**config.mk**
```make
export PLATFORM = sky130hd
export DESIGN_NAME = mta_queue
export DESIGN_NICKNAME = d
export VERILOG_FILES = /design/src/hw/rtl/mta_pkg.sv /design/src/hw/rtl/mta_queue.sv
export SDC_FILE = /design/constraint.sdc
export NUM_CORES = 1
export LEC_CHECK = 0
export ABC_AREA = 1
export ABC_CLOCK_PERIOD_IN_PS = 4300
export BUFFER_PORTS_ARGS = -buffer_cell sky130_fd_sc_hd__buf_2
export CORE_MARGIN = 5
export CORE_UTILIZATION = 55
export DETAILED_ROUTE_END_ITERATION = 10
export GPL_TIMING_DRIVEN = 0
export HOLD_SLACK_MARGIN = 0.02
export PLACE_DENSITY_LB_ADDON = 0.3
export SYNTH_ARGS = -nofsm -noshare
export SYNTH_HDL_FRONTEND = slang
export SYNTH_SLANG_ARGS = --single-unit
```
**constraint.sdc**
```tcl
create_clock -name clk -period 4.3 [get_ports clk]
set_clock_uncertainty 0.15 [all_clocks]
set_input_delay 0 -clock clk [delete_from_list [all_inputs] [get_ports clk]]
set_output_delay 0 -clock clk [all_outputs]
set_load 0.05 [all_outputs]
```
**src/hw/rtl/mta_pkg.sv**
```systemverilog
// ---------------------------------------------------------------------------
// Mosaic tile averager package
// Shared widths, register indexes and the tile record passed front to back.
// ---------------------------------------------------------------------------
`default_nettype none

package mta_pkg;

  localparam int CH_W       = 8;
  localparam int SUM_W      = 22;
  localparam int ROW_W      = 12;
  localparam int COL_W      = 11;
  localparam int AREA_W     = 16;
  localparam int TS_CFG_W   = 7;
  localparam int RW_CFG_W   = 12;
  localparam int RH_CFG_W   = 13;
  localparam int CFG_W      = 13;
  localparam int CFG_IDX_W  = 2;
  localparam int MAX_REGION_HEIGHT = 4096;
  localparam int QUEUE_DEPTH = 4;

  localparam logic [CFG_IDX_W-1:0] CFG_TILE_SIZE     = 2'd0;
  localparam logic [CFG_IDX_W-1:0] CFG_REGION_WIDTH  = 2'd1;
  localparam logic [CFG_IDX_W-1:0] CFG_REGION_HEIGHT = 2'd2;

  localparam logic [TS_CFG_W-1:0] TILE_SIZE_RST     = 7'd5;
  localparam logic [RW_CFG_W-1:0] REGION_WIDTH_RST  = 12'd640;
  localparam logic [RH_CFG_W-1:0] REGION_HEIGHT_RST = 13'd480;

  typedef struct packed {
    logic [ROW_W-1:0]  tile_row;
    logic [COL_W-1:0]  tile_column;
    logic [SUM_W-1:0]  sum_red;
    logic [SUM_W-1:0]  sum_green;
    logic [SUM_W-1:0]  sum_blue;
    logic [AREA_W-1:0] area;
    logic              final_tile;
  } tile_t;

endpackage

`default_nettype wire

```
**src/hw/rtl/mta_queue.sv**
```systemverilog
// ---------------------------------------------------------------------------
// Mosaic tile averager tile queue
// Short first-in first-out buffer of completed tile records.
// ---------------------------------------------------------------------------
`default_nettype none

module mta_queue (
  input  wire logic           clk,
  input  wire logic           rst_n,
  input  wire logic           push,
  input  wire mta_pkg::tile_t push_data,
  input  wire logic           pop,
  output mta_pkg::tile_t      pop_data,
  output logic [$clog2(mta_pkg::QUEUE_DEPTH+1)-1:0] count
);

  localparam int PW = $clog2(mta_pkg::QUEUE_DEPTH);
  localparam int CNW = $clog2(mta_pkg::QUEUE_DEPTH + 1);

  mta_pkg::tile_t q_r [mta_pkg::QUEUE_DEPTH];
  logic [PW-1:0]  wp_r, rp_r;
  logic [CNW-1:0] cnt_r;

  always_ff @(posedge clk) begin
    if (!rst_n) begin
      wp_r <= '0; rp_r <= '0; cnt_r <= '0;
    end else begin
      if (push) wp_r <= wp_r + 1'b1;
      if (pop) rp_r <= rp_r + 1'b1;
      if (push && !pop) cnt_r <= cnt_r + 1'b1;
      else if (pop && !push) cnt_r <= cnt_r - 1'b1;
    end
    if (push) q_r[wp_r] <= push_data;
  end

  assign pop_data = q_r[rp_r];
  assign count    = cnt_r;

endmodule

`default_nettype wire

```
Word-level counts from Yosys, hierarchy flattened
Memory sizes are Yosys's and may differ from the RTL's. A register that Yosys moved wholly into a read port is not among the register bits. Cells that the tools add are included.

Add/subtract/negate cells: 4. Mux-type cells: 6. Reductions and logical operators: 5.

Operators with widths (count): 2-to-1 mux 3 bit (2); adder 2 x 1 -> 2 bit (second input constant) (2); 2-to-1 mux 2 bit (2); adder 3 x 1 -> 3 bit (second input constant) (1); subtractor 3 x 1 -> 3 bit (second input constant) (1); logical AND 1 bit (2); zero test 1 bit (2); 2-to-1 mux 1 bit (2); nonzero test 2 bit (1).

Memory bits (writable): 424. Bits of input ports: 110. Logic and storage cells: 19. Output and inout port bits: 109. Register bits: 7. Memories: 1.

Memory list: q_r (depth 4, bits a word 106, rd ports 1, clocked after Yosys merged registers in 1, write ports 1, line mta_queue.sv:20) `mta_pkg::tile_t q_r [mta_pkg::QUEUE_DEPTH];`.

Logic depth before layout (Yosys ltp)
Gate-level depths: netlist (run 1).

Word-level depth: 4. Gate-level depth with buffers: 10. Mapped depth without buffers: 10.

Worst setup path before layout (run 1)
OpenSTA, ideal clock, no wires.

Kind: register to register. From: reg wp_r[0]. To: mem q_r[2][0] in the netlist's numbering, enable pin. Path slack: 1.057 ns. Stages on the path, launching flop included: 5. Path buffers: 0. Required time: 3.691 ns. Arrival: 2.634 ns. Setup time: 0.459 ns. Period minus slack after synthesis: 3.243 ns. Path through: dfxtp_1 -> inv_1 -> ha_1 -> nand2_1 -> inv_1.

RTL lines: start: declaration (line mta_queue.sv:21) `logic [PW-1:0] wp_r, rp_r;`; start signal: assignment (line mta_queue.sv:28) `if (push) wp_r <= wp_r + 1'b1;`; end: declaration (line mta_queue.sv:20).

No word-level cell before the write port.

==> results of run 1 <==
cells by family (layout without fill, tap and decap cells):
logic type | count (synthesis) | after routing | share of synthesized area (%)
other | 0 | 1 | 0
and+or+nand+nor | 228 | 228 | 5.34
adders and majority gates | 6 | 6 | 0.513
AOI/OAI and AO/OA | 328 | 328 | 11.0
DFF | 433 | 433 | 80.2
buffers and inverters | 85 | 498 | 2.97
synth_stat cells, types with 3 or more instances:
cell | n | share of area (%)
clkbuf_2 | 5 | 0.16
clkbuf_1 | 24 | 0.56
a21oi_1 | 4 | 0.12
buf_6 | 15 | 1.0
buf_4 | 3 | 0.14
ha_1 | 5 | 0.39
edfxtp_1 | 424 | 79
buf_2 | 21 | 0.65
o21ai_1 | 81 | 2.5
nand2_1 | 9 | 0.21
dfxtp_1 | 9 | 1.1
o22ai_1 | 106 | 4.1
inv_1 | 15 | 0.35
nor2_1 | 217 | 5.1
o21ai_0 | 137 | 4.3
routing by layer:
| layer | GRT usage, % | share of wire, % | up-vias |
|---|---|---|---|
| met5 | 0 | 0.028 | - |
| met4 | 7.05 | 2.6 | 2 |
| met3 | 4.60 | 8.2 | 79 |
| met2 | 39.9 | 50 | 499 |
| met1 | 31.0 | 39 | 5264 |
| li1 | - | - | 4855 |
layout make-up:
type	instances	area, sq um
Clock inverter	29	318
Sequential cell	433	12900
Multi-Input combinational cell	562	2720
Timing Repair Buffer	333	2310
Fill cell	1830	8410
Antenna cell	1	2.50
Buffer	68	412
Clock buffer	51	1130
Tap cell	384	480
Inverter	17	86.3
worst paths after layout:
path                         startpoint               endpoint  slack, ns  depth (start not counted)
setup / recovery              flip-flop           pop_data[72]       1.57                          6
hold / removal            push_data[25]   q_r[0][25]$_DFFE_PP_       0.07                          2
hold reg to reg    rp_r[1]$_SDFFE_PN0P_   rp_r[1]$_SDFFE_PN0P_       0.30                          1
setup reg to reg  count[0]$_SDFFE_PN0P_  count[2]$_SDFFE_PN0P_       1.75                          8
worst max-delay path, cell delays in order (launching register included):
cell	delay (ns)
dfxtp_1	0.48
inv_2	0.28
buf_6	0.20
clkbuf_1	0.42
o21ai_1	0.13
o22ai_1	0.22
buf_2	0.31
report_power, final:
group / internal [mW] / leakage [nW] / switching (mW)
registers: 4.82 / 3.97 / 0.0464
clock network: 2.25 / 0.702 / 1.51
logic: 0.368 / 2.61 / 1.07
total: 7.44 / 7.28 / 2.62
sequential cells by signal, indices dropped and copies added (netlist names), named ones only:
register / flops
count: 3
q_r: 424
rp_r: 2
wp_r: 2
cell usage in the layout, fill, tap and decap left out, drive strengths merged:
cell / count
nor2: 217
diode: 1
buf: 261
inv: 18
clkinvlp: 4
bufinv: 6
dlygate4sd3: 111
o22ai: 106
a21oi: 4
nand3: 1
fa: 1
edfxtp: 424
clkinv: 18
clkbuf: 80
nand2: 9
nand4: 1
ha: 5
o21ai: 218
dfxtp: 9
through the flow:
step	cell area, sq um	setup slack (ns)
6_report	20400	1.57
2_1_floorplan	16100	1.06
3_3_place_gp	17700	-0.581
5_1_grt	20400	1.45
3_5_place_dp	17800	2.05
4_1_cts	20400	1.49
==> impl_metrics.env, run 1 <==
export IMPL_grt_ovfl_total=0
export IMPL_worstPathRequired_ns=4.15
export IMPL_drt_pre_antenna_iters=5
export IMPL_drtAntennaViolNets=0
export IMPL_critical_path_arrival_ns=2.58
export IMPL_die_w_microns=181
export IMPL_syn_cell_area_sq_um=16100
export IMPL_die_area_sq_um=32800
export IMPL_hpwl_microns=22600
export IMPL_final_setup_tns_ns=0
export IMPL_path_class="reg2out"
export IMPL_rsz0062_at_grt="false"
export IMPL_grt_first_pass_wirelength_microns=60600
export IMPL_crit_fanout=10
export IMPL_fin_crit_ns=2.73
export IMPL_cts_hold_buf=111
export IMPL_hold_viol=0
export IMPL_wl_microns=39700
export IMPL_ys_warnings_count=0
export IMPL_setup_viol=0
export IMPL_finalHoldWorstSlack_ns=0.0700
export IMPL_drc=0
export IMPL_antenna_found_initial=1
export IMPL_std_cell_rows=62
export IMPL_total_power_mw=10.1
export IMPL_final_max_slew_viol_count=0
export IMPL_outcome="complete, no violations"
export IMPL_min_path_type="in2reg"
export IMPL_maxSlewHeadroom_pct=57.6
export IMPL_synth_area_per_cell_sq_um=14.9
export IMPL_ys_async_sr_fraction_pct=0
export IMPL_dp_cells=1686
export IMPL_drt_iter0_drc=1069
export IMPL_track_usage_pct=23.5
export IMPL_clock_root_buffer="clkbuf_16"
export IMPL_area_growth_pct=26.5
export IMPL_pin_count=219
export IMPL_ir_worst_vdd_uv=575
export IMPL_yosys_most_used_dff="edfxtp_1"
export IMPL_routabilityCongestion=0.764
export IMPL_cts_buffers=43
export IMPL_power_leakage_nw=7.28
export IMPL_wl_per_cell_microns=21.1
export IMPL_tightest_slew_ns=0.635
export IMPL_power_density_nw_per_um2=494
export IMPL_syn_nets=1196
export IMPL_final_util_pct=70.8
export IMPL_ys_seq_elements=433
export IMPL_synth_edf_count=424
export IMPL_fmax_mhz=366
export IMPL_num_vias=10700
export IMPL_core_sq_um=28800
export IMPL_cts_tree="yes"
export IMPL_cts_htree_levels=2
export IMPL_die_height_microns=181
export IMPL_post_cts_buffers=0
export IMPL_clock_sinks=433
export IMPL_post_route_period_util_pct=63.5
export IMPL_synth_distinct_cells=20
export IMPL_ctsResizeCount=0
export IMPL_ys_seq_area_share_pct=80.2
export IMPL_netlist_instances=1080
export IMPL_first_global_vias=11000
export IMPL_clock_latency_ns=0.52
export IMPL_clk_path_buf_depth=3
export IMPL_cts_reportedPaths_clkPinSlew_ns=0.06
export IMPL_io_buffers=218
export IMPL_worstSetupEndpointType="primary output"
export IMPL_crit_path_start_kind="flip-flop"
export IMPL_grt_max_degree=72
export IMPL_fin_cells=1878
export IMPL_viasPerCell=5.70
export IMPL_layout_drive_gt1_share_pct=22.8
export IMPL_nets=1574
export IMPL_start_util_pct=56.0
export IMPL_cap_viol_max_count=0
No activity file was read; power rests on OpenSTA's default activity.
==> run 2: changes to the inputs <==
--- a/config.mk
+++ b/config.mk
@@ -6,7 +6,7 @@
 export NUM_CORES = 1
 export LEC_CHECK = 0
 export ABC_AREA = 1
-export ABC_CLOCK_PERIOD_IN_PS = 4300
+export ABC_CLOCK_PERIOD_IN_PS = 2700
 export BUFFER_PORTS_ARGS = -buffer_cell sky130_fd_sc_hd__buf_2
 export CORE_MARGIN = 5
 export CORE_UTILIZATION = 55
==> constraint.sdc (replaced) <==
create_clock -name clk -period 2.7 [get_ports clk]
set_clock_uncertainty 0.15 [all_clocks]
set_input_delay 0 -clock clk [delete_from_list [all_inputs] [get_ports clk]]
set_output_delay 0 -clock clk [all_outputs]
set_load 0.05 [all_outputs]
==> impl_metrics.env, run 2 (synthesis gave the netlist of run 1 again) <==
export IMPL_outcome="complete, no violations"
export IMPL_total_power_mw=15.4
export IMPL_viasPerCell=5.71
export IMPL_path_class="in2reg"
export IMPL_io_buffers=218
export IMPL_setup_viol=0
export IMPL_pin_count=219
export IMPL_cts_htree_levels=2
export IMPL_num_vias=10800
export IMPL_hpwl_microns=23700
export IMPL_mostFrequentLayoutCell="edfxtp_1"
export IMPL_antenna_found_initial=3
export IMPL_die_area_sq_um=32800
export IMPL_nets=1581
export IMPL_layout_drive_gt1_share_pct=23.2
export IMPL_drt_iter0_drc=1009
export IMPL_rsz0062_at_grt="false"
export IMPL_dpl_worst_slack_ns=0.525
export IMPL_wl_microns=40100
export IMPL_post_route_period_util_pct=95.1
export IMPL_grt_first_pass_wirelength_microns=61800
export IMPL_core_sq_um=28800
export IMPL_wl_per_cell_microns=21.3
export IMPL_drtAntennaViolNets=0
export IMPL_clk_path_buf_depth=3
export IMPL_area_growth_pct=26.2
export IMPL_placedInstanceArea_sq_um=17900
export IMPL_grt_ovfl_total=0
export IMPL_routabilityCongestion=0.759
export IMPL_ir_worst_vdd_uv=795
export IMPL_maxSlewHeadroom_pct=61.7
export IMPL_cap_viol_max_count=0
export IMPL_regMostFlops="q_r"
export IMPL_fin_crit_ns=2.57
export IMPL_crit_path_start_kind="input port"
export IMPL_hold_viol=0
export IMPL_fin_cells=1885
export IMPL_tightest_slew_ns=0.574
export IMPL_cts_reportedPaths_clkPinSlew_ns=0.06
export IMPL_critical_path_arrival_ns=2.82
export IMPL_drt_pre_antenna_iters=5
export IMPL_clock_latency_ns=0.51
export IMPL_worst_slack_ns=0.132
export IMPL_final_area_sq_um=20300
export IMPL_power_density_nw_per_um2=759
export IMPL_final_cell_mix="edfxtp_1 (424), buf_2 (239), nor2_1 (217), o21ai_0 (137), dlygate4sd3_1 (111)"
export IMPL_worstPathRequired_ns=2.95
export IMPL_clock_root_buffer="clkbuf_16"
export IMPL_start_util_pct=56.0
export IMPL_cts_buffers=43
export IMPL_crit_fanout=6
export IMPL_grt_max_degree=38
export IMPL_cts_tree="yes"
export IMPL_fillers=1901
export IMPL_dp_cells=1694
export IMPL_std_cell_rows=62
export IMPL_track_usage_pct=23.9
export IMPL_die_height_microns=181
export IMPL_worstSetupEndpointType="flip-flop"
export IMPL_first_global_vias=11200
export IMPL_finalHoldWorstSlack_ns=0.0754
export IMPL_fmax_mhz=389
export IMPL_power_leakage_nw=7.23
export IMPL_clock_sinks=433
export IMPL_drc=0
export IMPL_die_w_microns=181
export IMPL_min_path_type="in2reg"
export IMPL_largest_register_ffs=424
export IMPL_post_cts_buffers=0
export IMPL_final_max_slew_viol_count=0
-- run 2: through the flow --
stage,util [%],setup TNS [ns]
6_report,70.7,0
5_1_grt,70.6,0
4_1_cts,70.6,0
3_5_place_dp,62.3,0
3_3_place_gp,61.5,-530.09
2_1_floorplan,-,-5.30
-- run 2: routing by layer --
| layer | vias up | GRT usage (%) | wire length, microns |
|---|---|---|---|
| met5 | - | 0 | 14 |
| li1 | 4869 | - | - |
| met4 | 2 | 6.81 | 1070 |
| met2 | 574 | 41.0 | 19900 |
| met1 | 5227 | 31.0 | 15600 |
| met3 | 92 | 5.55 | 3610 |
-- run 2: final cells by class --
| type | count | area, sq um | area share (%) |
|---|---|---|---|
| sequential | 433 | 12900 | 63.5 |
| multi-input combinational | 562 | 2720 | 13.4 |
| timing repair buffer | 341 | 2440 | 12.0 |
| clock buffer | 55 | 1160 | 5.72 |
| tap | 384 | 480 | 2.36 |
| buffer | 67 | 414 | 2.04 |
| clock inverter | 22 | 103 | 0.505 |
| inverter | 17 | 81.3 | 0.400 |
| antenna | 4 | 10.0 | 0.0492 |
-- run 2: power by group --
part | internal [mW] | total [mW] | switching [mW]
registers | 7.68 | 7.76 | 0.0731
clock network | 3.03 | 5.38 | 2.34
logic | 0.607 | 2.31 | 1.70
total | 11.3 | 15.4 | 4.12
-- run 2: worst max-delay path, stage by stage --
cell           delay (ns)
dlygate4sd3_1        0.52
buf_2                0.18
ha_1                 0.19
inv_1                0.07
fa_1                 0.39
nand2_1              0.10
nand4_1              0.09
nand2_1              0.10
dlygate4sd3_1        0.59
nor2_1               0.04
dlygate4sd3_1        0.55
-- run 2: final timing paths --
kind	depth (start not counted)	to	start	slack (ns)
max reg2reg	7	count[2]$_SDFFE_PN0P_	count[0]$_SDFFE_PN0P_	0.18
max	11	count[2]$_SDFFE_PN0P_	push	0.13
min	2	q_r[2][93]$_DFFE_PP_	push_data[93]	0.08
min reg2reg	1	flip-flop	rp_r[1]$_SDFFE_PN0P_	0.29
-- run 2: timing repair --
item,in CTS,in global routing
hold endpoints to repair,440,0
setup endpoints to repair,5,9
resized for setup,3,5
hold buffers,111,0
==> run 3: changes to the inputs <==
--- a/config.mk
+++ b/config.mk
@@ -6,7 +6,7 @@
 export NUM_CORES = 1
 export LEC_CHECK = 0
 export ABC_AREA = 1
-export ABC_CLOCK_PERIOD_IN_PS = 2700
+export ABC_CLOCK_PERIOD_IN_PS = 2570
 export BUFFER_PORTS_ARGS = -buffer_cell sky130_fd_sc_hd__buf_2
 export CORE_MARGIN = 5
 export CORE_UTILIZATION = 55
==> constraint.sdc (replaced) <==
create_clock -name clk -period 2.57 [get_ports clk]
set_clock_uncertainty 0.15 [all_clocks]
set_input_delay 0.1285 -clock clk [delete_from_list [all_inputs] [get_ports clk]]
set_output_delay 0.1285 -clock clk [all_outputs]
set_load 0.05 [all_outputs]
==> impl_metrics.env, run 3 (synthesis gave the netlist of run 1 again) <==
export IMPL_cts_tree="yes"
export IMPL_drt_iter0_drc=988
export IMPL_track_usage_pct=23.2
export IMPL_min_path_type="in2reg"
export IMPL_crit_path_start_kind="flip-flop"
export IMPL_setup_viol=0
export IMPL_drt_pre_antenna_iters=6
export IMPL_final_max_slew_viol_count=0
export IMPL_std_cell_rows=62
export IMPL_reg2reg_to="q_r[0][56]$_DFFE_PP_"
export IMPL_grt_max_degree=37
export IMPL_start_util_pct=56.0
export IMPL_cts_reportedPaths_clkPinSlew_ns=0.06
export IMPL_hold_viol=0
export IMPL_path_class="reg2out"
export IMPL_power_switching_mw=4.34
export IMPL_critical_path_arrival_ns=2.24
export IMPL_crit_reg2reg_launch="wp_r[0]$_SDFFE_PN0P_"
export IMPL_cts_buffers=43
export IMPL_power_frac_comb_pct=15.0
export IMPL_drc=0
export IMPL_drtAntennaViolNets=0
export IMPL_worstSetupEndpointType="primary output"
export IMPL_power_density_nw_per_um2=798
export IMPL_finalHoldWorstSlack_ns=0.195
export IMPL_worstPathRequired_ns=2.29
export IMPL_first_global_vias=10800
export IMPL_routabilityCongestion=0.751
export IMPL_regMostFlops="q_r"
export IMPL_core_sq_um=28800
export IMPL_power_leakage_nw=7.30
export IMPL_final_cell_mix="edfxtp_1 (424), nor2_1 (217), buf_2 (204), o21ai_0 (137), dlygate4sd3_1 (109)"
export IMPL_fin_crit_ns=2.52
export IMPL_final_util_pct=71.0
export IMPL_power_internal_mw=12.0
export IMPL_antenna_found_initial=0
export IMPL_whs_path_depth=2
export IMPL_p_clk_share_pct=35.1
export IMPL_ir_worst_vdd_uv=667
export IMPL_crit_fanout=10
export IMPL_wl_microns=39100
export IMPL_post_cts_buffers=0
export IMPL_maxSlewHeadroom_pct=54.4
export IMPL_largest_register_ffs=424
export IMPL_r2r_cells=6
export IMPL_clk_path_buf_depth=3
export IMPL_die_area_sq_um=32800
export IMPL_wl_per_cell_microns=20.8
export IMPL_pin_count=219
export IMPL_total_power_mw=16.3
export IMPL_area_growth_pct=26.9
export IMPL_cap_viol_max_count=0
export IMPL_die_w_microns=181
export IMPL_nets=1580
export IMPL_diodes=0
export IMPL_layout_drive_gt1_share_pct=24.4
export IMPL_num_vias=10600
export IMPL_clock_sinks=433
export IMPL_io_buffers=218
export IMPL_clock_latency_ns=0.52
export IMPL_grt_ovfl_total=0
export IMPL_hpwl_microns=23600
export IMPL_cts_htree_levels=2
export IMPL_die_height_microns=181
export IMPL_post_route_period_util_pct=98.2
export IMPL_grt_first_pass_wirelength_microns=59800
export IMPL_fmax_mhz=396
export IMPL_p_sw_share_pct=26.6
export IMPL_hold_start="push_data[24]"
export IMPL_outcome="complete, no violations"
export IMPL_mostFrequentLayoutCell="edfxtp_1"
export IMPL_tightest_slew_ns=0.683
export IMPL_clock_root_buffer="clkbuf_16"
export IMPL_viasPerCell=5.61
export IMPL_hold_end="q_r[3][24]$_DFFE_PP_"
export IMPL_p_seq_share_pct=49.9
export IMPL_r2r_slack_ns=0.30
-- run 3: cell types whose count changed in the layout (fill, tap and decap cells not counted), moves of 4 or more --
| cell | delta |
|---|---|
| buf_4 | +10 |
| clkbuf_2 | +10 |
| clkbuf_1 | -13 |
| clkbuf_4 | +25 |
| buf_2 | -35 |
| diode_2 | -4 |
-- run 3: final cells by class --
type / instances / area (sq um)
sequential: 433 / 12900
timing repair buffer: 339 / 2490
clock inverter: 26 / 160
multi-input combinational: 562 / 2730
buffer: 68 / 445
inverter: 17 / 83.8
fill: 1818 / 8340
clock buffer: 51 / 1130
tap: 384 / 480
-- run 3: worst max path at each step --
stage                               startpoint                    to
after floorplan           wp_r[0]$_SDFFE_PN0P_   q_r[0][0]$_DFFE_PP_
after global placement    wp_r[0]$_SDFFE_PN0P_  q_r[0][45]$_DFFE_PP_
after detailed placement             flip-flop          pop_data[72]
after CTS                            flip-flop          pop_data[72]
after global routing                 flip-flop          pop_data[67]
final                                flip-flop          pop_data[67]
-- run 3: per-layer routing --
| metal | track usage (%) | share of wire (%) |
|---|---|---|
| met2 | 40.6 | 51 |
| met3 | 5.45 | 8.8 |
| met1 | 29.5 | 38 |
| met4 | 5.91 | 2.2 |
| met5 | 0 | 0 |
-- run 3: through the flow --
stage                     worst slack [ns]  TNS [ns]  cells  cell area [sq um]
after floorplan                     -0.134    -52.03   1080              16100
after global placement               -1.42   -566.36   1682              17700
after detailed placement             0.230         0   1694              18000
after CTS                         0.000776         0   1880              20400
after global routing              -0.00141  -0.00141   1880              20400
final                               0.0473         0   1880              20400
-- run 3: worst max-delay path, stage by stage, from the launching register on --
cell and delay [ns]:
dfxtp_2 0.55, buf_4 0.26, buf_2 0.24, o21ai_0 0.13
o22ai_1 0.24, clkbuf_4 0.29
-- run 3: power by group through the flow --
stage          logic [mW]  registers (mW)  clock network [mW]
3_3_place_gp         2.18            8.32                   0
3_5_place_dp         2.26            8.29                   0
6_report             2.45            8.15                5.72
4_1_cts              2.42            8.15                5.79
2_1_floorplan        1.50            8.31                   0
5_1_grt              2.59            8.16                6.12
-- run 3: repair_timing --
action / CTS / global route
cloned: 0 / 0
setup endpoints to repair: 100 / 89
gates resized for setup: 15 / 51
hold endpoints to repair: 433 / 0
hold buffers: 109 / 0
